<file path="config.mk">
export PLATFORM = sky130hd
export DESIGN_NAME = bcm_out_queue
export DESIGN_NICKNAME = d
export VERILOG_FILES = /design/src/rtl/core/bcm_pkg.sv /design/src/rtl/core/bcm_out_queue.sv
export SDC_FILE = /design/constraint.sdc
export NUM_CORES = 1
export LEC_CHECK = 0
export ABC_AREA = 1
export BUFFER_PORTS_ARGS = -buffer_cell sky130_fd_sc_hd__buf_2
export CAP_MARGIN = 40
export CORE_MARGIN = 2
export CORE_UTILIZATION = 44
export CTS_CLUSTER_SIZE = 28
export DETAILED_ROUTE_END_ITERATION = 8
export GPL_TIMING_DRIVEN = 0
export PLACE_DENSITY = 0.67
export SKIP_LAST_GASP = 1
export SYNTH_ARGS = -nofsm -noshare
export SYNTH_HDL_FRONTEND = slang
export SYNTH_SLANG_ARGS = --single-unit
export TNS_END_PERCENT = 100
</file>
<file path="constraint.sdc">
create_clock -name clk -period 3.33 [get_ports clk]
set_input_delay 0.666 -clock clk [delete_from_list [all_inputs] [get_ports clk]]
set_output_delay 0.666 -clock clk [all_outputs]
set_load 0.02 [all_outputs]
</file>
<file path="src/rtl/core/bcm_pkg.sv">
package bcm_pkg;

  localparam int MAX_WIDTH  = 1024;
  localparam int MAX_HEIGHT = 4096;
  localparam int DIM_MIN    = 3;

  localparam int PIX_W        = 8;
  localparam int ROW_W        = 12;
  localparam int COL_W        = 10;
  localparam int WIDTH_REG_W  = 11;
  localparam int HEIGHT_REG_W = 13;
  localparam int CFG_DATA_W   = 13;
  localparam int CFG_IDX_W    = 2;
  localparam int IN_TDATA_W   = 8;
  localparam int OUT_TDATA_W  = 32;

  localparam logic [CFG_IDX_W-1:0] REG_IMAGE_WIDTH  = 2'd0;
  localparam logic [CFG_IDX_W-1:0] REG_IMAGE_HEIGHT = 2'd1;
  localparam logic [CFG_IDX_W-1:0] REG_MORPH_MODE   = 2'd2;

  localparam logic [WIDTH_REG_W-1:0]  WIDTH_RESET  = 11'd640;
  localparam logic [HEIGHT_REG_W-1:0] HEIGHT_RESET = 13'd480;

  localparam logic MODE_DILATE = 1'b0;
  localparam logic MODE_ERODE  = 1'b1;

  localparam logic [PIX_W-1:0] PIX_EMPTY = 8'd0;
  localparam logic [PIX_W-1:0] PIX_FULL  = 8'd255;

  localparam int QDEPTH = 4;
  localparam int QAW    = 2;

  typedef struct packed {
    logic [PIX_W-1:0] pix;
    logic [ROW_W-1:0] row;
    logic [COL_W-1:0] col;
    logic             last;
  } res_t;

  typedef struct packed {
    logic [PIX_W-1:0] mid;
    logic [PIX_W-1:0] left;
    logic [PIX_W-1:0] right;
    logic [PIX_W-1:0] up;
    logic [PIX_W-1:0] pix;
    logic             inner;
    logic             mode;
  } win_t;

endpackage

</file>
<file path="src/rtl/core/bcm_out_queue.sv">
module bcm_out_queue (
  input  logic           clk,
  input  logic           rst_n,
  input  logic [1:0]     push_cnt,
  input  bcm_pkg::res_t  push_item0,
  input  bcm_pkg::res_t  push_item1,
  output logic           room2,
  output logic           out_valid,
  output bcm_pkg::res_t  out_item,
  input  logic           out_ready
);

  localparam int QAW = bcm_pkg::QAW;

  bcm_pkg::res_t  q_mem [bcm_pkg::QDEPTH];
  logic [QAW-1:0] wr_ptr_r, wr_ptr_nxt;
  logic [QAW-1:0] rd_ptr_r, rd_ptr_nxt;
  logic [QAW:0]   count_r, count_nxt;
  logic           pop;

  assign out_valid = (count_r != '0);
  assign out_item  = q_mem[rd_ptr_r];
  assign pop       = out_valid && out_ready;
  assign room2     = (count_r <= (QAW+1)'(bcm_pkg::QDEPTH - 2));

  always_comb begin
    wr_ptr_nxt = wr_ptr_r + QAW'(push_cnt);
    rd_ptr_nxt = rd_ptr_r + QAW'(pop);
    count_nxt  = count_r + (QAW+1)'(push_cnt) - (QAW+1)'(pop);
  end

  always_ff @(posedge clk) begin
    if (!rst_n) begin
      wr_ptr_r <= '0;
      rd_ptr_r <= '0;
      count_r  <= '0;
    end else begin
      wr_ptr_r <= wr_ptr_nxt;
      rd_ptr_r <= rd_ptr_nxt;
      count_r  <= count_nxt;
    end
  end

  always_ff @(posedge clk) begin
    if (push_cnt != 2'd0) begin
      q_mem[wr_ptr_r] <= push_item0;
    end
    if (push_cnt == 2'd2) begin
      q_mem[wr_ptr_r + QAW'(1)] <= push_item1;
    end
  end

  a_pair_fits: assert property (@(posedge clk) disable iff (!rst_n)
    (push_cnt == 2'd2) |-> (count_r <= (QAW+1)'(bcm_pkg::QDEPTH - 2)))
    else $error("result pair pushed without room");

  a_count_bound: assert property (@(posedge clk) disable iff (!rst_n)
    (count_r <= (QAW+1)'(bcm_pkg::QDEPTH)))
    else $error("queue count above depth");

  a_empty_holds: assert property (@(posedge clk) disable iff (!rst_n)
    (count_r == '0 && push_cnt == 2'd0) |=> (count_r == '0))
    else $error("queue filled without a push");

endmodule

</file>
Word level (Yosys, flattened, before mapping). Memory sizes are Yosys's and may differ from the RTL's. A register that Yosys moved wholly into a read port is not among the register bits. Index checks and enable logic that the tools add are counted.

Flip-flop bits (word level): 7. Bits in writable memories: 124. Input port bits: 67. Output and inout bits: 33. Memories: 1.

Memories: q_mem (words 4, bits a word 31, rd ports 1, clocked after memory_dff 1, wr ports 2, line bcm_out_queue.sv:15) `bcm_pkg::res_t q_mem [bcm_pkg::QDEPTH];`.

Add/sub/neg operators: 5. Magnitude comparators: 1. Equal/unequal tests: 1. Muxes and demuxes: 5. Reductions and logical operators: 3.

Operators with widths (number): 1-bit two-way mux (4); 3-bit by 2-bit adder with 3-bit output (1); 3-bit by 2-bit <= comparator with 1-bit output, second input constant (1); 3-bit nonzero test (1); 3-bit by 1-bit subtractor with 3-bit output (1); 2-bit by 1-bit adder with 2-bit output (1); 2-bit by 1-bit adder with 2-bit output, second input constant (1); 2-bit adder (1); 2-bit equality test, second input constant (1); 2-bit two-way mux (1); 2-bit nonzero test (1); 1-bit logical AND (1).

Logic depth before layout (Yosys ltp). Gate-level depths: netlist (run 1).

Word-level depth: 4. Gate-level depth with buffers: 10. Gate-level depth less buffers: 10.

Least setup slack after synthesis (run 1). No wires, ideal clock.

Path type: input to register. Start point: in push_cnt[0]. End point: mem q_mem[3][0] in the netlist's numbering, enable pin. Setup time: 0.466 ns. Arrival time: 3.083 ns. Path slack: -0.219 ns. Stages on the path: 2. Path buffers: 0. Cells stage by stage: nor2_1 > o31ai_1.

RTL lines: from (decl) (line bcm_out_queue.sv:4) `input logic [1:0] push_cnt,`; to (decl) (line bcm_out_queue.sv:15).

==> reports/metrics.yaml, run 1 <==
syn-instance-count: 660
num-fill-cells: 1385
yosys.area.top_type: "edfxtp_1"
ant_nets: 0
gp_congestion: 0.7801
synth_edf_count: 124
drive_gt1_frac: 0.3705
finalHoldViolations: 0
synth_nets: 731
wl_met3_um: 1290
postRouteWirelength_um: 19190
die_area_mm2: 0.01684
antenna_found_initial: 0
drc: 0
synth.most_common_cell: "nand2_1"
post-route-min-period_ps: 2708
worst_skew_pair.late_latency_ps: 420
dr.max_layer_used: "met4"
power.leakage_nw: 3.490
routed_via_density: 5.405
wl_met1_um: 7756
clk_pin_slew_worst_paths_ps: 50
post_cts_resized: 0
avgSynthCellArea_um2: 10.55
cts_setup_buffers: 0
setup_viol: 0
whs_path_depth: 3
synth-seq-area-share: 0.5551
synth_area_leaders: "edfxtp_1 (53%), o21ai_2 (15%), nand2_1 (7.2%), buf_6 (3.9%), nor2_1 (3.8%)"
r2r_cells: 4
overflow: 0
area_growth_syn_to_layout_pct: 21.30
status: "completed"
cts_tree: "done"
grt_pass1_vias: 5366
grt_max_degree: 17
period_share: 0.8134
ys_types: 26
dr.pass1.iters: 5
cts_buffers: 17
finalClockSkew_ps: 5.369
max_freq_mhz: 369.2
maxCapViolations: 0
post_drt_wl_per_cell_um: 19.00
numClockSinks: 131
dr_wl_met2_um: 9904
rows: 45
ir_worst_vdd_mv: 0.3769
grt_setup_unrepaired: "no"
worst_hold_path_type: "in -> reg"
clockRootBuffer: "clkbuf_16"
htreeDepth: 4
crit_required_ps: 2660
final_cells: 1010
synth_flop_cell: "edfxtp_1"
async_flop_share: 0
worstSetupEndpointType: "primary output"
worst_pin_slew_ps: 926.8
post-place-cells: 979
coreArea_mm2: 0.01531
grt_pass1_wl_um: 29350
cts.path.max_buffers: 2
relSlewSlack: 0.3822
cp_max_fo: 10
drv_slew: 0
postPlaceCellArea_mm2: 0.007935
initial_core_util: 0.4545
cp.arrival_ps: 2040
powerDensity_mw_per_mm2: 618.0
fp.dieH_um: 129.8
die_w_um: 129.8
io_buffers: 99
ys_ff_latch: 131
drt_iter0_markers: 483
dpl.hpwl_um: 12960
crit_type: "reg -> out"
track_usage: 0.2385
insertedDiodeCount: 0
ios: 100
yosys_warnings: 0
nets: 858
vias: 5459
synth_area_mm2: 0.006960
netlist_top_cells_count: "nand2_1 (133), edfxtp_1 (124), o21ai_2 (122)"
hold_buffers: 0
critPathLaunchType: "register"
final_area_mm2: 0.008443
synth_top_area_frac: 0.5350
sequential cells by signal (all words and copies together), names as in the netlist:
register and cells:
q_mem 124, count_r 3, rd_ptr_r 2, wr_ptr_r 2
cells by family after synthesis:
| kind of cell | after synthesis | synth area share |
|---|---|---|
| flops | 131 | 0.5551 |
| buf+inv | 86 | 0.07370 |
| simple gates | 213 | 0.1266 |
| fa+ha+maj | 4 | 0.008270 |
| xor+xnor | 2 | 0.002517 |
| compound gates | 224 | 0.2339 |
layout by cell type (no fill, tap or decap), drive strengths merged:
master	instances
dfxtp	7
clkbuf	32
nand3	6
o21ai	187
nand4	1
clkinv	9
nand2	135
ha	3
nor2	71
o31ai	4
xnor2	1
o22ai	31
bufinv	1
buf	140
inv	43
fa	1
edfxtp	124
xor2	1
a21oi	2
worst paths after layout:
path                                     to        start  slack, ps
worst max-delay path            out_item[0]  rd_ptr_r[1]        620
worst min-delay path             count_r[0]        rst_n        540
worst max register to register  q_mem[3][8]  wr_ptr_r[0]       1140
worst min register to register   count_r[2]   count_r[2]        550
metrics by stage:
step                      setup TNS (ps)  setup slack, ps    util  power [mW]  hold WS (ps)
final                                  0            621.5  0.5513       5.218         543.9
after global routing                   0            528.3  0.5513       5.448         547.6
after detailed placement               0            869.6  0.5181       3.601         531.6
after floorplan                   -27120           -218.8       -       3.025         490.7
after global placement           -302430            -2645  0.5041       3.520         508.7
after CTS                              0            633.1  0.5513       5.239         537.6
per-layer routing:
layer	track usage	vias up
met5	0	-
met2	0.4188	210
met4	0.06072	0
met1	0.2985	2648
li1	-	2583
met3	0.05535	18
area by class of cell:
cell class	count	area, um2	share of cell area
tap	211	264.0	0.03127
buffer	43	349.1	0.04135
inverter	43	163.9	0.01941
sequential	131	3864	0.4576
clock buffer	21	440.4	0.05216
timing repair buffer	108	655.6	0.07765
clock inverter	10	67.56	0.008002
multi-input combinational	443	2639	0.3125
critical path, stage by stage (launching register included):
cell and delay, ps:
dfxtp_1 360, inv_1 150, clkbuf_1 470, o21ai_0 180, o22ai_1 240, buf_2 220
power breakdown:
group | internal (mW) | switching [mW] | total, mW
combinational | 0.479 | 1.02 | 1.50
sequential | 2.01 | 0.0599 | 2.07
clock | 0.999 | 0.655 | 1.65
Note: power is estimated with default switching activity, not from simulation.
==> run 2: changes to the inputs <==
--- a/config.mk
+++ b/config.mk
@@ -5,7 +5,7 @@
 export SDC_FILE = /design/constraint.sdc
 export NUM_CORES = 1
 export LEC_CHECK = 0
-export ABC_AREA = 1
+export ABC_AREA = 0
 export BUFFER_PORTS_ARGS = -buffer_cell sky130_fd_sc_hd__buf_2
 export CAP_MARGIN = 40
 export CORE_MARGIN = 2
@@ -13,7 +13,7 @@
 export CTS_CLUSTER_SIZE = 28
 export DETAILED_ROUTE_END_ITERATION = 8
 export GPL_TIMING_DRIVEN = 0
-export PLACE_DENSITY = 0.67
+export PLACE_DENSITY = 0.65
 export SKIP_LAST_GASP = 1
 export SYNTH_ARGS = -nofsm -noshare
 export SYNTH_HDL_FRONTEND = slang
==> constraint.sdc (replaced) <==
create_clock -name clk -period 2.5 [get_ports clk]
set_input_delay 0.5 -clock clk [delete_from_list [all_inputs] [get_ports clk]]
set_output_delay 0.5 -clock clk [all_outputs]
set_load 0.02 [all_outputs]
==> reports/metrics.yaml, run 2 <==
syn-instance-count: 346  # -48%
gp_congestion: 0.7007  # -10%
critPathSlowestCell: "mux4_2"
setup_ws_ps: 115.1  # -506.4 ps
design_power_total_mw: 6.653  # +27%
wl_met3_um: 822  # -36%
cts_buffers: 17  # unchanged
maxCapViolations: 0  # unchanged
layout_common_cells: "edfxtp_1 (124), buf_2 (102), mux2_2 (92)"
clk_pin_slew_worst_paths_ps: 50  # about the same
postRouteWirelength_um: 14050  # -27%
wl_met1_um: 5730  # -26%
crit_required_ps: 2000  # -660 ps
routed_via_density: 5.373  # -0.59%
period_share: 0.9540
drc: 0  # unchanged
track_usage: 0.1864  # -0.05204
max_stage_delay_ps: 550  # +80 ps
switchingPower_mw: 1.833  # +5.9%
synth_flop_cell: "edfxtp_1"
reg_top3: "q_mem (124), count_r (3)"
cts_setup_buffers: 0  # unchanged
post_cts_resized: 5  # +5
setup_viol: 0  # unchanged
worstSetupEndpointType: "primary output"
rows: 44  # -2.2%
ios: 100  # unchanged
grt_pass1_vias: 3897  # -27%
grt_pass1_wl_um: 21890  # -25%
synth.most_common_cell: "edfxtp_1"
largest_register: "q_mem"
clockRootBuffer: "clkbuf_16"
overflow: 0  # unchanged
final_area_mm2: 0.007999  # -5.3%
pre_cts_ws_ps: 236.4  # -633.3 ps
final_cells: 665  # -34%
fp.dieH_um: 126.5  # -2.5%
finalClockSkew_ps: 5.178  # -0.1914 ps
drive_gt1_frac: 0.6396  # +0.2691
avgSynthCellArea_um2: 19.09  # +81%
max_freq_mhz: 419.3
postPlaceCellArea_mm2: 0.007460  # -6.0%
coreArea_mm2: 0.01459  # -4.7%
setup_tns_ps: 0  # unchanged
drt_iter0_markers: 283  # -41%
worst_hold_path_type: "in -> reg"
worst_skew_pair.late_latency_ps: 410  # about the same
ys_types: 32  # +23%
die_w_um: 126.5  # -2.5%
hold_buffers: 0  # unchanged
switching_share: 0.2755  # -0.05633
initial_core_util: 0.4528  # -0.001663
drv_slew: 0  # unchanged
pwr-share-clk: 0.327  # +0.010
netlist_top_cells_count: "edfxtp_1 (124), mux2_2 (92), mux4_2 (31)"
htreeDepth: 4  # unchanged
pwr-share-seq: 0.415  # +0.019
crit_chain: "clkbuf_4, buf_6, mux4_2, buf_2"
powerDensity_mw_per_mm2: 831.7  # +35%
post-place-cells: 632  # -35%
cp.arrival_ps: 1880  # -160 ps
largest_register_ff_count: 124  # unchanged
synth_area_leaders: "edfxtp_1 (56%), mux2_2 (16%), mux4_2 (11%), mux2_4 (6.6%), dfxtp_1 (2.1%)"
worst_pin_slew_ps: 602.8  # -324.0 ps
grt_max_degree: 21  # +4
ys_ff_latch: 131  # unchanged
post-route-min-period_ps: 2385
critPathTopFamily: "buffers and inverters"
dpl.hpwl_um: 9158  # -29%
cts_tree: "done"
async_flop_share: 0  # unchanged
ant_nets: 0  # unchanged
cts.path.max_buffers: 2  # unchanged
intPower_mw: 4.820  # +38%
numClockSinks: 131  # unchanged
synth_area_mm2: 0.006606  # -5.1%
die_area_mm2: 0.01601  # -4.9%
synth-seq-area-share: 0.5848  # +0.02975
antenna_found_initial: 1  # +1
crit_type: "reg -> out"
status: "completed"
layout_commonest_cell: "edfxtp_1"
num-fill-cells: 1144  # -17%
post_drt_wl_per_cell_um: 21.13  # +11%
utilization: 0.5483  # -0.003022
synth_edf_count: 124  # unchanged
grt_setup_unrepaired: "no"
combPwrFrac: 0.258  # -0.029
holdWs_ps: 403.6  # -140.3 ps
r2r_setup_slack_ps: 540  # -600 ps
dr_wl_met2_um: 7368  # -26%
multi_input_comb_area_mm2: 0.002555  # -3.2%
synth_nets: 417  # -43%
cp_num_buf_inv: 3  # unchanged
finalHoldViolations: 0  # unchanged
nets: 538  # -37%
area_growth_syn_to_layout_pct: 21.08
synth_top_area_frac: 0.5636  # +0.02867
ir_worst_vdd_mv: 0.4471  # +19%
cp_max_fo: 10  # unchanged
relSlewSlack: 0.5972  # +0.2150
dr.max_layer_used: "met4"
yosys.area.top_type: "edfxtp_1"
vias: 3573  # -35%
io_buffers: 98  # -1.0%
dr.pass1.iters: 5  # unchanged
regArea_mm2: 0.003864  # unchanged
power.leakage_nw: 2.915  # -16%
critPathLaunchType: "register"
yosys_warnings: 0  # unchanged
-- run 2: final timing paths --
path / startpoint / endpoint / depth (start not counted)
setup / recovery: rd_ptr_r[0] / out_item[21] / 4
hold / removal: rst_n / wr_ptr_r[1] / 2
setup reg to reg: wr_ptr_r[1] / q_mem[2][7] / 6
hold reg to reg: count_r[1] / rd_ptr_r[0] / 2
-- run 2: layout make-up --
class / count / area share
clock buffers: 27 / 0.06038
inverters: 4 / 0.001877
multi-input cells: 188 / 0.3194
diodes: 1 / 0.0003128
well taps: 184 / 0.02878
clock inverters: 5 / 0.003754
plain buffers: 23 / 0.02925
repair buffers: 102 / 0.07321
flip-flops and latches: 131 / 0.4830
-- run 2: cells by family after synthesis --
kind of cell,share of synthesized area
AOI/OAI and AO/OA,0.006249
adders and majority gates,0.008713
DFF,0.5848
muxes,0.3396
buffers and inverters,0.03409
and+or+nand+nor,0.01970
xor gates and xnor gates,0.006818
-- run 2: layer usage --
metal  vias to the layer above  GRT usage
met2                       100     0.3168
met5                         -          0
li1                       1658          -
met4                         0    0.05947
met3                        12    0.06369
met1                      1803     0.2241
-- run 2: power groups by stage --
stage | registers [mW] | clock network (mW) | logic (mW)
2_1_floorplan | 2.79 | 0 | 1.16
3_3_place_gp | 2.81 | 0 | 1.64
3_5_place_dp | 2.81 | 0 | 1.72
4_1_cts | 2.76 | 2.20 | 1.75
5_1_grt | 2.78 | 2.31 | 1.85
6_report | 2.76 | 2.18 | 1.72
