--- src/rtl/core/bcm_pkg.sv ---
package bcm_pkg;

  localparam int MAX_WIDTH  = 1024;
  localparam int MAX_HEIGHT = 4096;
  localparam int DIM_MIN    = 3;

  localparam int PIX_W        = 8;
  localparam int ROW_W        = 12;
  localparam int COL_W        = 10;
  localparam int WIDTH_REG_W  = 11;
  localparam int HEIGHT_REG_W = 13;
  localparam int CFG_DATA_W   = 13;
  localparam int CFG_IDX_W    = 2;
  localparam int IN_TDATA_W   = 8;
  localparam int OUT_TDATA_W  = 32;

  localparam logic [CFG_IDX_W-1:0] REG_IMAGE_WIDTH  = 2'd0;
  localparam logic [CFG_IDX_W-1:0] REG_IMAGE_HEIGHT = 2'd1;
  localparam logic [CFG_IDX_W-1:0] REG_MORPH_MODE   = 2'd2;

  localparam logic [WIDTH_REG_W-1:0]  WIDTH_RESET  = 11'd640;
  localparam logic [HEIGHT_REG_W-1:0] HEIGHT_RESET = 13'd480;

  localparam logic MODE_DILATE = 1'b0;
  localparam logic MODE_ERODE  = 1'b1;

  localparam logic [PIX_W-1:0] PIX_EMPTY = 8'd0;
  localparam logic [PIX_W-1:0] PIX_FULL  = 8'd255;

  localparam int QDEPTH = 4;
  localparam int QAW    = 2;

  typedef struct packed {
    logic [PIX_W-1:0] pix;
    logic [ROW_W-1:0] row;
    logic [COL_W-1:0] col;
    logic             last;
  } res_t;

  typedef struct packed {
    logic [PIX_W-1:0] mid;
    logic [PIX_W-1:0] left;
    logic [PIX_W-1:0] right;
    logic [PIX_W-1:0] up;
    logic [PIX_W-1:0] pix;
    logic             inner;
    logic             mode;
  } win_t;

endpackage

--- src/rtl/core/bcm_kernel.sv ---
module bcm_kernel (
  input  bcm_pkg::win_t              win,
  output logic [bcm_pkg::PIX_W-1:0]  val
);

  logic all_zero;
  logic all_full;

  always_comb begin
    all_zero = (win.mid == bcm_pkg::PIX_EMPTY) && (win.left == bcm_pkg::PIX_EMPTY) &&
               (win.right == bcm_pkg::PIX_EMPTY) && (win.up == bcm_pkg::PIX_EMPTY) &&
               (win.pix == bcm_pkg::PIX_EMPTY);
    all_full = (win.mid == bcm_pkg::PIX_FULL) && (win.left == bcm_pkg::PIX_FULL) &&
               (win.right == bcm_pkg::PIX_FULL) && (win.up == bcm_pkg::PIX_FULL) &&
               (win.pix == bcm_pkg::PIX_FULL);
    if (!win.inner) begin
      val = win.mid;
    end else if (win.mode == bcm_pkg::MODE_ERODE) begin
      val = all_full ? bcm_pkg::PIX_FULL : bcm_pkg::PIX_EMPTY;
    end else begin
      val = all_zero ? bcm_pkg::PIX_EMPTY : bcm_pkg::PIX_FULL;
    end
  end

endmodule

--- config.mk ---
export PLATFORM = sky130hd
export DESIGN_NAME = bcm_kernel
export DESIGN_NICKNAME = d
export VERILOG_FILES = /design/src/rtl/core/bcm_pkg.sv /design/src/rtl/core/bcm_kernel.sv
export SDC_FILE = /design/constraint.sdc
export NUM_CORES = 1
export LEC_CHECK = 0
export BUFFER_PORTS_ARGS = -buffer_cell sky130_fd_sc_hd__buf_2
export CELL_PAD_IN_SITES_DETAIL_PLACEMENT = 1
export CELL_PAD_IN_SITES_GLOBAL_PLACEMENT = 1
export CORE_MARGIN = 8
export CORE_UTILIZATION = 15
export DETAILED_ROUTE_END_ITERATION = 10
export MAX_ROUTING_LAYER = met4
export PLACE_DENSITY = 0.83
export SYNTH_ARGS = -nofsm -noshare
export SYNTH_HDL_FRONTEND = slang
export SYNTH_SLANG_ARGS = --single-unit
--- constraint.sdc ---
create_clock -name vclk -period 1.1
set_input_delay 0.11 -clock vclk [all_inputs]
set_output_delay 0.11 -clock vclk [all_outputs]
set_load 0.02 [all_outputs]
# Yosys cells after proc, flatten, opt, wreduce, memory -nomap -nowiden
# Index checks and enable logic that the tools add are counted.
classes:
  n_reduce_logical: 13
  mux: 4
  eq_ne: 5
ops:
  columns: ["operator", "n"]
  rows:
  - ["8-bit equality test, second input constant", 5]
  - ["8-bit zero test", 5]
  - ["8-bit 2-to-1 mux", 4]
  - ["1-bit logical AND", 8]
totals:
  input_bits: 42
  reg_bits: 0
  word_cells: 22
  output_inout_bits: 8

# Depth between registers and ports, before layout
# Gate-level depths: netlist of the first run.
depth:
  ltp_word: 8
  ltp_mapped: 5
  mapped_depth_nobuf: 4

# Worst setup path after synthesis of the first run
# No wires, ideal clock.
synth_timing:
  path_type: "input -> output"
  from: "input port win[25] (netlist name)"
  to: "output port val[0] (netlist name)"
  arrival_ps: 1178
  t_required_ps: 990
  cell_stages: 4
  setup_slack_ps: -188
  n_path_buf: 0
  cell_sequence: "nor4_2 -> nand4_1 -> o311ai_4 -> nand3_1"
synth_via:
  elab_chain_cells: 7
  word_cells_on_any_way: 12
  classes_between: "eq/ne: 1; mux: 4; reduce/logical: 7"
synth_lines:
  columns: ["element", "line", "text"]
  rows:
  - ["from (decl)", "bcm_kernel.sv:2", "input bcm_pkg::win_t win,"]
  - ["8-bit equality test / 8-bit zero test (equally long branches)", "bcm_kernel.sv:14, bcm_kernel.sv:11", null]
  - ["1-bit logical AND, on equally long branches", "bcm_kernel.sv:13, bcm_kernel.sv:10", null]
  - ["1-bit logical AND, on equally long branches (2 in a row)", "bcm_kernel.sv:14, bcm_kernel.sv:11", null]
  - ["8-bit 2-to-1 mux, on equally long branches", "bcm_kernel.sv:19, bcm_kernel.sv:21", null]
  - ["8-bit 2-to-1 mux *", "bcm_kernel.sv:18", "end else if (win.mode == bcm_pkg::MODE_ERODE) begin"]
  - ["8-bit 2-to-1 mux *", "bcm_kernel.sv:16", "if (!win.inner) begin"]
  - ["to (decl)", "bcm_kernel.sv:3", "output logic [bcm_pkg::PIX_W-1:0] val"]
# Every way passes the cells marked *; elsewhere a longest branch is shown, timed or not.

# Worst setup path in the final report of the first run
layout_timing:
  from: "input port win[4] (netlist name)"
  to: "output port val[5] (netlist name)"
layout_via:
  elab_chain_cells: 5
  word_cells_on_any_way: 8
  classes_between: "eq/ne: 1; mux: 4; reduce/logical: 3"
layout_lines:
  columns: ["element", "line"]
  rows:
  - ["8-bit equality test / 8-bit zero test (equally long branches)", "bcm_kernel.sv:15, bcm_kernel.sv:12"]
  - ["1-bit logical AND, on equally long branches", "bcm_kernel.sv:14, bcm_kernel.sv:11"]
  - ["8-bit 2-to-1 mux, on equally long branches", "bcm_kernel.sv:19, bcm_kernel.sv:21"]
  - ["8-bit 2-to-1 mux *", "bcm_kernel.sv:18"]
  - ["8-bit 2-to-1 mux *", "bcm_kernel.sv:16"]
# Marked as above.

==> results.json, run 1 <==
{
  "ir_worst_vdd_mv": 0.129,
  "wl_um": 2050,
  "gp_congestion": 0.729,
  "io_pins": 50,
  "fin_crit_ns": 1.48,
  "grt_usage_pct": 9.93,
  "die_w_um": 62.1,
  "nNetsFinal": 156,
  "diodes": 0,
  "yosys-top-cells-area": "nand4_1 24%, nor4_1 16%, nor4_2 16%",
  "firstDrtPassIters": 2,
  "min_path_type": "input pin to output port",
  "place_hpwl_um": 1810,
  "synth_common_cells": "12 x nand4_1, 9 x nand3_1, 8 x nor4_1, 7 x nand2b_1, 4 x nor4_2",
  "seq_area_sq_um": 0,
  "grt_pass1_wl_um": 3390,
  "avgViaCountPerCell": 4.80,
  "setup_tns_ns": -2.90,
  "finalHoldViolCount": 0,
  "worstPathArrival_ns": 1.37,
  "synth_cell_types": 11,
  "syn_area_sq_um": 319,
  "synthAdderAreaFrac_pct": 0,
  "synth.mux.area_fraction_pct": 0,
  "finalNonFillerCells": 139,
  "netlist_instances": 47,
  "antenna_found_initial": 0,
  "synth_top_family_by_area": "simple AND/OR/NAND/NOR gates",
  "die_h_um": 62.1,
  "core_sq_um": 1980,
  "via_count": 667,
  "rsz0062_at_grt": "true",
  "numPlacedInstances": 138,
  "synthToLayoutAreaGrowth_pct": 188,
  "synth_top_cell_area_share_pct": 23.5,
  "synth.yosys.seq_area_share_pct": 0,
  "power_leakage_uw": 0.000425,
  "yosys.area.top_type": "nand4_1",
  "worst_pin_slew_ns": 0.263,
  "ant_nets": 0,
  "design_area_sq_um": 920,
  "criticalPathCategory": "input pin to output port",
  "drive_above_1_share_pct": 71.4,
  "status": "complete, but fails checks",
  "avgSynthCellArea_sq_um": 6.79,
  "drv_slew": 0,
  "drc": 0,
  "synth-compound-area-share_pct": 8.24,
  "grt_overflow": 0,
  "cts_hold_buffers": 0,
  "dieArea_sq_um": 3860,
  "setup_viol": 8,
  "max_slew_margin_pct": 82.3,
  "fmax_ghz": 0.677,
  "violations": "setup timing",
  "critPathRequiredTime_ns": 0.99,
  "fillCellCount": 240,
  "synth.net_count": 89,
  "grt_max_degree": 10,
  "num-clock-buffers": 0,
  "yosysWarningCount": 0,
  "cap_viol_max_count": 0,
  "powerDensity_nw_per_um2": 366,
  "grt_pass1_vias": 762,
  "yosysMostFrequentCell": "nand4_1",
  "layout_setup_ws_ns": -0.378,
  "yosys.area_share.simple_pct": 89.0,
  "wl_per_cell_um": 14.8,
  "seq_cell_count": 0,
  "fin_crit_sh_pct": 134,
  "port-buffer-count": 50,
  "placed_cell_area_sq_um": 711,
  "path_max_fanout": 8,
  "placementRows": 16,
  "worst_setup_path_end_kind": "output port",
  "cp-start-kind": "input pin",
  "drt-initial-drc-count": 2,
  "synthXorXnorAreaFrac_pct": 0,
  "start_util_pct": 16.1
}
==> report_power, final <==
group / internal [uW] / switching, uW
sequential: 0 / 0
combinational: 186 / 151
clock: 0 / 0
total: 186 / 151
==> worst max-delay path, cell delays in order <==
cell and delay [ns]:
buf_6 0.10, nor4_4 0.26, nand4_1 0.17, o311ai_4 0.31, buf_6 0.18, nand3_1 0.09
buf_6 0.14
==> cells in the final DEF, fill, tap and decap left out <==
cell	n
nand2_1	2
nor4_4	5
buf_4	15
buf_6	16
buf_8	1
nand3_2	5
inv_1	1
nor4_2	3
nand3_1	4
nor3_1	1
o311ai_4	1
buf_2	34
nand2b_1	7
or2b_1	1
nand4_1	12
nor4_1	4
==> cell families after synthesis <==
group,Yosys count
buf+inv,2
compound gates,1
simple gates,44
==> routing by layer <==
metal | wire length (um) | part of all wire, % | global-route usage (%)
met2 | 1010 | 49 | 18.1
met3 | 98 | 4.8 | 0.717
met5 | 0 | 0 | -
met4 | 0 | 0 | 0
met1 | 947 | 46 | 12.2
==> final cells by class <==
class,count,area [sq um],share of cell area (%)
Inverter,1,3.75,0.408
Multi-Input combinational cell,45,404,43.9
Tap cell,27,33.8,3.67
Timing Repair Buffer,66,478,52.0
==> final timing paths <==
| kind | start | end | slack (ns) | cells past startpoint |
|---|---|---|---|---|
| setup / recovery | win[4] | val[5] | -0.38 | 7 |
| hold / removal | win[38] | val[4] | 0.60 | 4 |
==> stage by stage <==
stage | power [uW] | utilization (%) | hold slack [ns] | worst slack [ns]
floorplan | 80.3 | - | 0.433 | -0.188
global placement | 243 | 35.9 | 0.597 | -0.490
detailed placement | 251 | 35.9 | 0.607 | -0.530
CTS | 327 | 45.0 | 0.585 | -0.363
global route | 362 | 46.4 | 0.631 | -0.427
finish | 337 | 46.4 | 0.601 | -0.378
==> repair_timing <==
action | CTS | global route
pin swaps | 8 | 2
setup endpoints to repair | 8 | 8
setup buffers | 1 | 0
gates resized for setup | 36 | 4
Power figures use the tool's default switching activity.
==> run 2, diff against run 1 <==
--- a/config.mk
+++ b/config.mk
@@ -8,11 +8,11 @@
 export BUFFER_PORTS_ARGS = -buffer_cell sky130_fd_sc_hd__buf_2
 export CELL_PAD_IN_SITES_DETAIL_PLACEMENT = 1
 export CELL_PAD_IN_SITES_GLOBAL_PLACEMENT = 1
-export CORE_MARGIN = 8
 export CORE_UTILIZATION = 15
 export DETAILED_ROUTE_END_ITERATION = 10
 export MAX_ROUTING_LAYER = met4
 export PLACE_DENSITY = 0.83
+export REMOVE_ABC_BUFFERS = 1
 export SYNTH_ARGS = -nofsm -noshare
 export SYNTH_HDL_FRONTEND = slang
 export SYNTH_SLANG_ARGS = --single-unit
==> run 2 against run 1 <==
  * The run still ends with setup timing left
  * Critical path depth unchanged
  * Die area decreased by 40%
  * Sequential share of layout area did not move
  * Global-route usage rose by 8.0 points
  * Sequential cell count did not move
  * Final area grew 2.7%
  * Combinational power grew 3%
  * Critical path type unchanged
  * Largest cell class unchanged
  * Largest power group unchanged
  * Highest routed layer unchanged
==> results.json, run 2 (same netlist as run 1, synthesis figures left out) <==
{
  "powerDensity_nw_per_um2": 367,
  "cpPeakStageDelay_ns": 0.34,
  "setup_viol": 8,
  "layout.cells.most_common": "buf_2",
  "criticalPathCategory": "input pin to output port",
  "diodes": 0,
  "grt_max_degree": 10,
  "fin_crit_ns": 1.49,
  "ir_worst_vdd_mv": 0.135,
  "placementRows": 16,
  "cts_hold_buffers": 0,
  "seq_area_sq_um": 0,
  "dieArea_sq_um": 2320,
  "placed_cell_area_sq_um": 741,
  "firstDrtPassIters": 2,
  "wl_per_cell_um": 13.3,
  "layout_setup_ws_ns": -0.391,
  "violations": "setup timing",
  "die_w_um": 48.1,
  "seq_cell_count": 0,
  "drive_above_1_share_pct": 73.5,
  "worst_pin_slew_ns": 0.284,
  "synthToLayoutAreaGrowth_pct": 196,
  "crit_buf_inv": 3,
  "die_h_um": 48.1,
  "start_util_pct": 16.1,
  "grt_pass1_wl_um": 2900,
  "drv_slew": 0,
  "cp-start-kind": "input pin",
  "nNetsFinal": 161,
  "num-clock-buffers": 0,
  "wl_um": 1920,
  "min_path_type": "input pin to output port",
  "whs_ns": 0.656,
  "critPathRequiredTime_ns": 0.99,
  "port-buffer-count": 50,
  "final_cell_mix": "35 x buf_2, 20 x buf_4, 15 x buf_6",
  "cap_viol_max_count": 0,
  "finalHoldViolCount": 0,
  "grt_usage_pct": 17.9,
  "drt-initial-drc-count": 4,
  "worst_setup_path_end_kind": "output port",
  "avgViaCountPerCell": 4.83,
  "ant_nets": 0,
  "design_area_sq_um": 945,
  "max_slew_margin_pct": 80.9,
  "final_util_pct": 47.7,
  "place_hpwl_um": 1590,
  "fin_crit_sh_pct": 136,
  "gp_congestion": 0.712,
  "cpMaxStageDelayCell": "o311ai_4",
  "antenna_found_initial": 0,
  "crit_chain": "buf_8 -> nor4_4 -> nand4_1 -> o311ai_4 -> buf_6 -> nand3_2 -> buf_6",
  "drc": 0,
  "via_count": 696,
  "grt_pass1_vias": 727,
  "core_sq_um": 1980,
  "cpMostUsedCell": "buf_6",
  "rsz0062_at_grt": "true",
  "fmax_ghz": 0.671,
  "grt_overflow": 0,
  "power_leakage_uw": 0.000457,
  "worstPathArrival_ns": 1.38,
  "path_max_fanout": 6,
  "p_total_uw": 347,
  "io_pins": 50,
  "path_delay_family": "simple AND/OR/NAND/NOR gates",
  "status": "complete, but fails checks"
}
run 2: cell types whose count changed in the layout (fill, tap and decap cells not counted):
cell	previous run	this run
buf_4	15	20
nand3_1	4	1
nand3_2	5	8
nor4_1	4	6
buf_2	34	35
buf_6	16	15
nor4_2	3	2
nor4_4	5	4
run 2: metrics by stage:
stage / setup TNS, ns / instances / worst slack (ns)
4_1_cts: -2.92 / 144 / -0.367
2_1_floorplan: -1.50 / 46 / -0.188
3_5_place_dp: -4.41 / 142 / -0.572
5_1_grt: -3.64 / 144 / -0.472
6_report: -3.04 / 144 / -0.391
3_3_place_gp: -4.02 / 142 / -0.523
run 2: path summary, 6_finish.rpt:
path                  cells past startpoint     end  startpoint
worst max-delay path                      7  val[1]      win[6]
worst min-delay path                      5  val[0]     win[34]
run 2: tightest hold or removal path: stages:
cell	delay, ns
buf_2	0.09
buf_4	0.10
nand2b_1	0.06
nand3_2	0.08
buf_6	0.11
run 2: metal layers:
| layer | routed length [um] | vias up | GRT usage [%] |
|---|---|---|---|
| met1 | 712 | 326 | 18.9 |
| met4 | 0 | 0 | 0 |
| li1 | - | 341 | - |
| met2 | 1140 | 29 | 38.4 |
| met3 | 70 | 0 | 0 |
| met5 | 0 | - | - |
run 2: final cells by class:
class                           count  area (sq um)
Fill cell                         246          1040
Inverter                            1          3.75
Multi-Input combinational cell     45           398
Tap cell                           27          33.8
Timing Repair Buffer               71           509
run 2: repair_timing:
item,4_1_cts,5_1_grt
setup endpoints to repair,8,8
gates resized for setup,38,1
buffers inserted,2,0
pin swaps,7,2
run 2: where the power goes:
group	leakage, uW	internal, uW	switching [uW]	total (uW)
Clock	0	0	0	0
Sequential	0	0	0	0
Combinational	0.000457	194	153	347
==> run 3, diff against run 2 <==
--- a/config.mk
+++ b/config.mk
@@ -5,6 +5,8 @@
 export SDC_FILE = /design/constraint.sdc
 export NUM_CORES = 1
 export LEC_CHECK = 0
+export ABC_AREA = 1
+export ABC_CLOCK_PERIOD_IN_PS = 1100
 export BUFFER_PORTS_ARGS = -buffer_cell sky130_fd_sc_hd__buf_2
 export CELL_PAD_IN_SITES_DETAIL_PLACEMENT = 1
 export CELL_PAD_IN_SITES_GLOBAL_PLACEMENT = 1
==> constraint.sdc (replaced) <==
create_clock -name vclk -period 1.1
set_input_delay 0 -clock vclk [all_inputs]
set_output_delay 0 -clock vclk [all_outputs]
set_load 0.02 [all_outputs]
==> run 3 against run 2 <==
  * The run now ends clean
  * Fmax is 46% higher
  * Sequential share of layout area is the same
  * Highest routed layer unchanged
  * Non-clock buffer count decreased by 21
  * Largest cell class is now multi-input gates
==> results.json, run 3 <==
{
  "status": "completed",
  "die_w_um": 51.9,
  "ctsResizeCount": 0,
  "setup_tns_ns": 0,
  "grt_pass1_wl_um": 2780,
  "fin_crit_sh_pct": 93.0,
  "port-buffer-count": 50,
  "path_max_fanout": 8,
  "drt-initial-drc-count": 2,
  "ir_worst_vdd_mv": 0.141,
  "gp_congestion": 0.663,
  "fmax_ghz": 0.977,
  "die_h_um": 51.9,
  "synth_top_cell_area_share_pct": 35.2,
  "firstDrtPassIters": 2,
  "min_path_type": "input pin to output port",
  "synth_cell_types": 10,
  "cap_viol_max_count": 0,
  "ant_nets": 0,
  "drv_slew": 0,
  "crit_chain": "buf_2 -> nor2_2 -> nand2_1 -> nor2_2 -> nand3_2 -> o21bai_4 -> nand2_2 -> nand2_4 -> nand2_1 -> buf_4",
  "placementRows": 17,
  "wl_per_cell_um": 9.93,
  "rsz0062_at_grt": "true",
  "netlist_instances": 87,
  "p_total_uw": 254,
  "antenna_found_initial": 0,
  "grt_max_degree": 9,
  "synth.yosys.seq_area_share_pct": 0,
  "start_util_pct": 16.4,
  "seq_cell_count": 0,
  "diodes": 0,
  "yosys.area.top_type": "nand2_1",
  "placed_cell_area_sq_um": 658,
  "wl_um": 1640,
  "drive_above_1_share_pct": 45.3,
  "cts_setup_buffers": 0,
  "cpPeakStageDelay_ns": 0.15,
  "yosysMostFrequentCell": "nand2_1",
  "cpMaxStageDelayCell": "buf_4",
  "max_slew_margin_pct": 85.9,
  "fin_crit_ns": 1.02,
  "io_pins": 50,
  "via_count": 703,
  "grt_usage_pct": 13.3,
  "nNetsFinal": 181,
  "worst_setup_path_end_kind": "output port",
  "core_sq_um": 2280,
  "yosysWarningCount": 0,
  "synth_common_cells": "35 x nand2_1, 28 x nor2_1, 7 x inv_1, 6 x nand3_1, 4 x nand4_1",
  "power_leakage_uw": 0.000399,
  "grt_pass1_vias": 747,
  "drc": 0,
  "seq_area_sq_um": 0,
  "layout_setup_ws_ns": 0.0766,
  "grt_overflow": 0,
  "num-clock-buffers": 0,
  "final_cell_mix": "42 x buf_2, 35 x nand2_1, 22 x nor2_1",
  "fillCellCount": 342,
  "layout.cells.most_common": "buf_2",
  "place_hpwl_um": 1520,
  "powerDensity_nw_per_um2": 351,
  "critPathRequiredTime_ns": 1.10,
  "criticalPathCategory": "input pin to output port",
  "dieArea_sq_um": 2690,
  "holdPathStages": 4,
  "worstPathArrival_ns": 1.02,
  "finalHoldViolCount": 0,
  "design_area_sq_um": 724,
  "synthToLayoutAreaGrowth_pct": 94.3,
  "setup_viol": 0,
  "cts_hold_buffers": 0,
  "worst_pin_slew_ns": 0.212,
  "avgSynthCellArea_sq_um": 4.29,
  "cp-start-kind": "input pin",
  "yosys-top-cells-area": "nand2_1 35%, nor2_1 28%, nand3_1 8.1%",
  "avgViaCountPerCell": 4.26,
  "pre_cts_ws_ns": 0.0477,
  "syn_area_sq_um": 373
}
-- run 3: changes by cell type after synthesis, sizes merged --
cell,before,now
buf,1,0
inv,1,7
nand2,2,38
nand2b,7,0
nand3,9,6
nand4,12,4
nor2,0,28
nor3,1,3
nor4,12,0
o21bai,0,1
o311ai,1,0
or2b,1,0
-- run 3: worst max-delay path: cells and delay by family --
kind | cells | cell delay [ns]
simple gates | 7 | 0.63
compound gates | 1 | 0.12
buf+inv | 2 | 0.27
-- run 3: cell families (layout without fill, tap and decap cells) --
group           count (synthesis)  in the layout  synth area share, %
compound gates                  1              1                 3.02
simple gates                   79             79                 89.9
buf+inv                         7             57                 7.05
-- run 3: final cells by class --
| cell class | count | area (sq um) | area share [%] |
|---|---|---|---|
| repair buffers | 50 | 289 | 39.9 |
| well taps | 28 | 35.0 | 4.84 |
| multi-input cells | 80 | 374 | 51.6 |
| inverters | 7 | 26.3 | 3.63 |
-- run 3: path summary, 6_finish.rpt --
path    start  endpoint
max   win[38]    val[2]
min   win[34]    val[0]
-- run 3: per-stage QoR --
stage / hold WS (ns) / cells / utilization [%]
floorplan: 0.149 / 87 / -
global placement: 0.348 / 165 / 28.9
detailed placement: 0.356 / 165 / 28.9
CTS: 0.356 / 165 / 28.9
global route: 0.369 / 165 / 31.8
finish: 0.343 / 165 / 31.8
-- run 3: where the power goes --
group / switching, uW / total (uW) / internal, uW / leakage [uW]
logic: 132 / 254 / 122 / 0.000399
clock network: 0 / 0 / 0 / 0
registers: 0 / 0 / 0 / 0
-- run 3: layer usage --
layer  up-vias  part of all wire [%]  routed length [um]  track usage, %
li1        372                     -                   -               -
met4         0                     0                   0               0
met5         -                     0                   0               -
met3         0                   4.8                  79               0
met2        31                    54                 892            27.8
met1       300                    41                 666            14.6
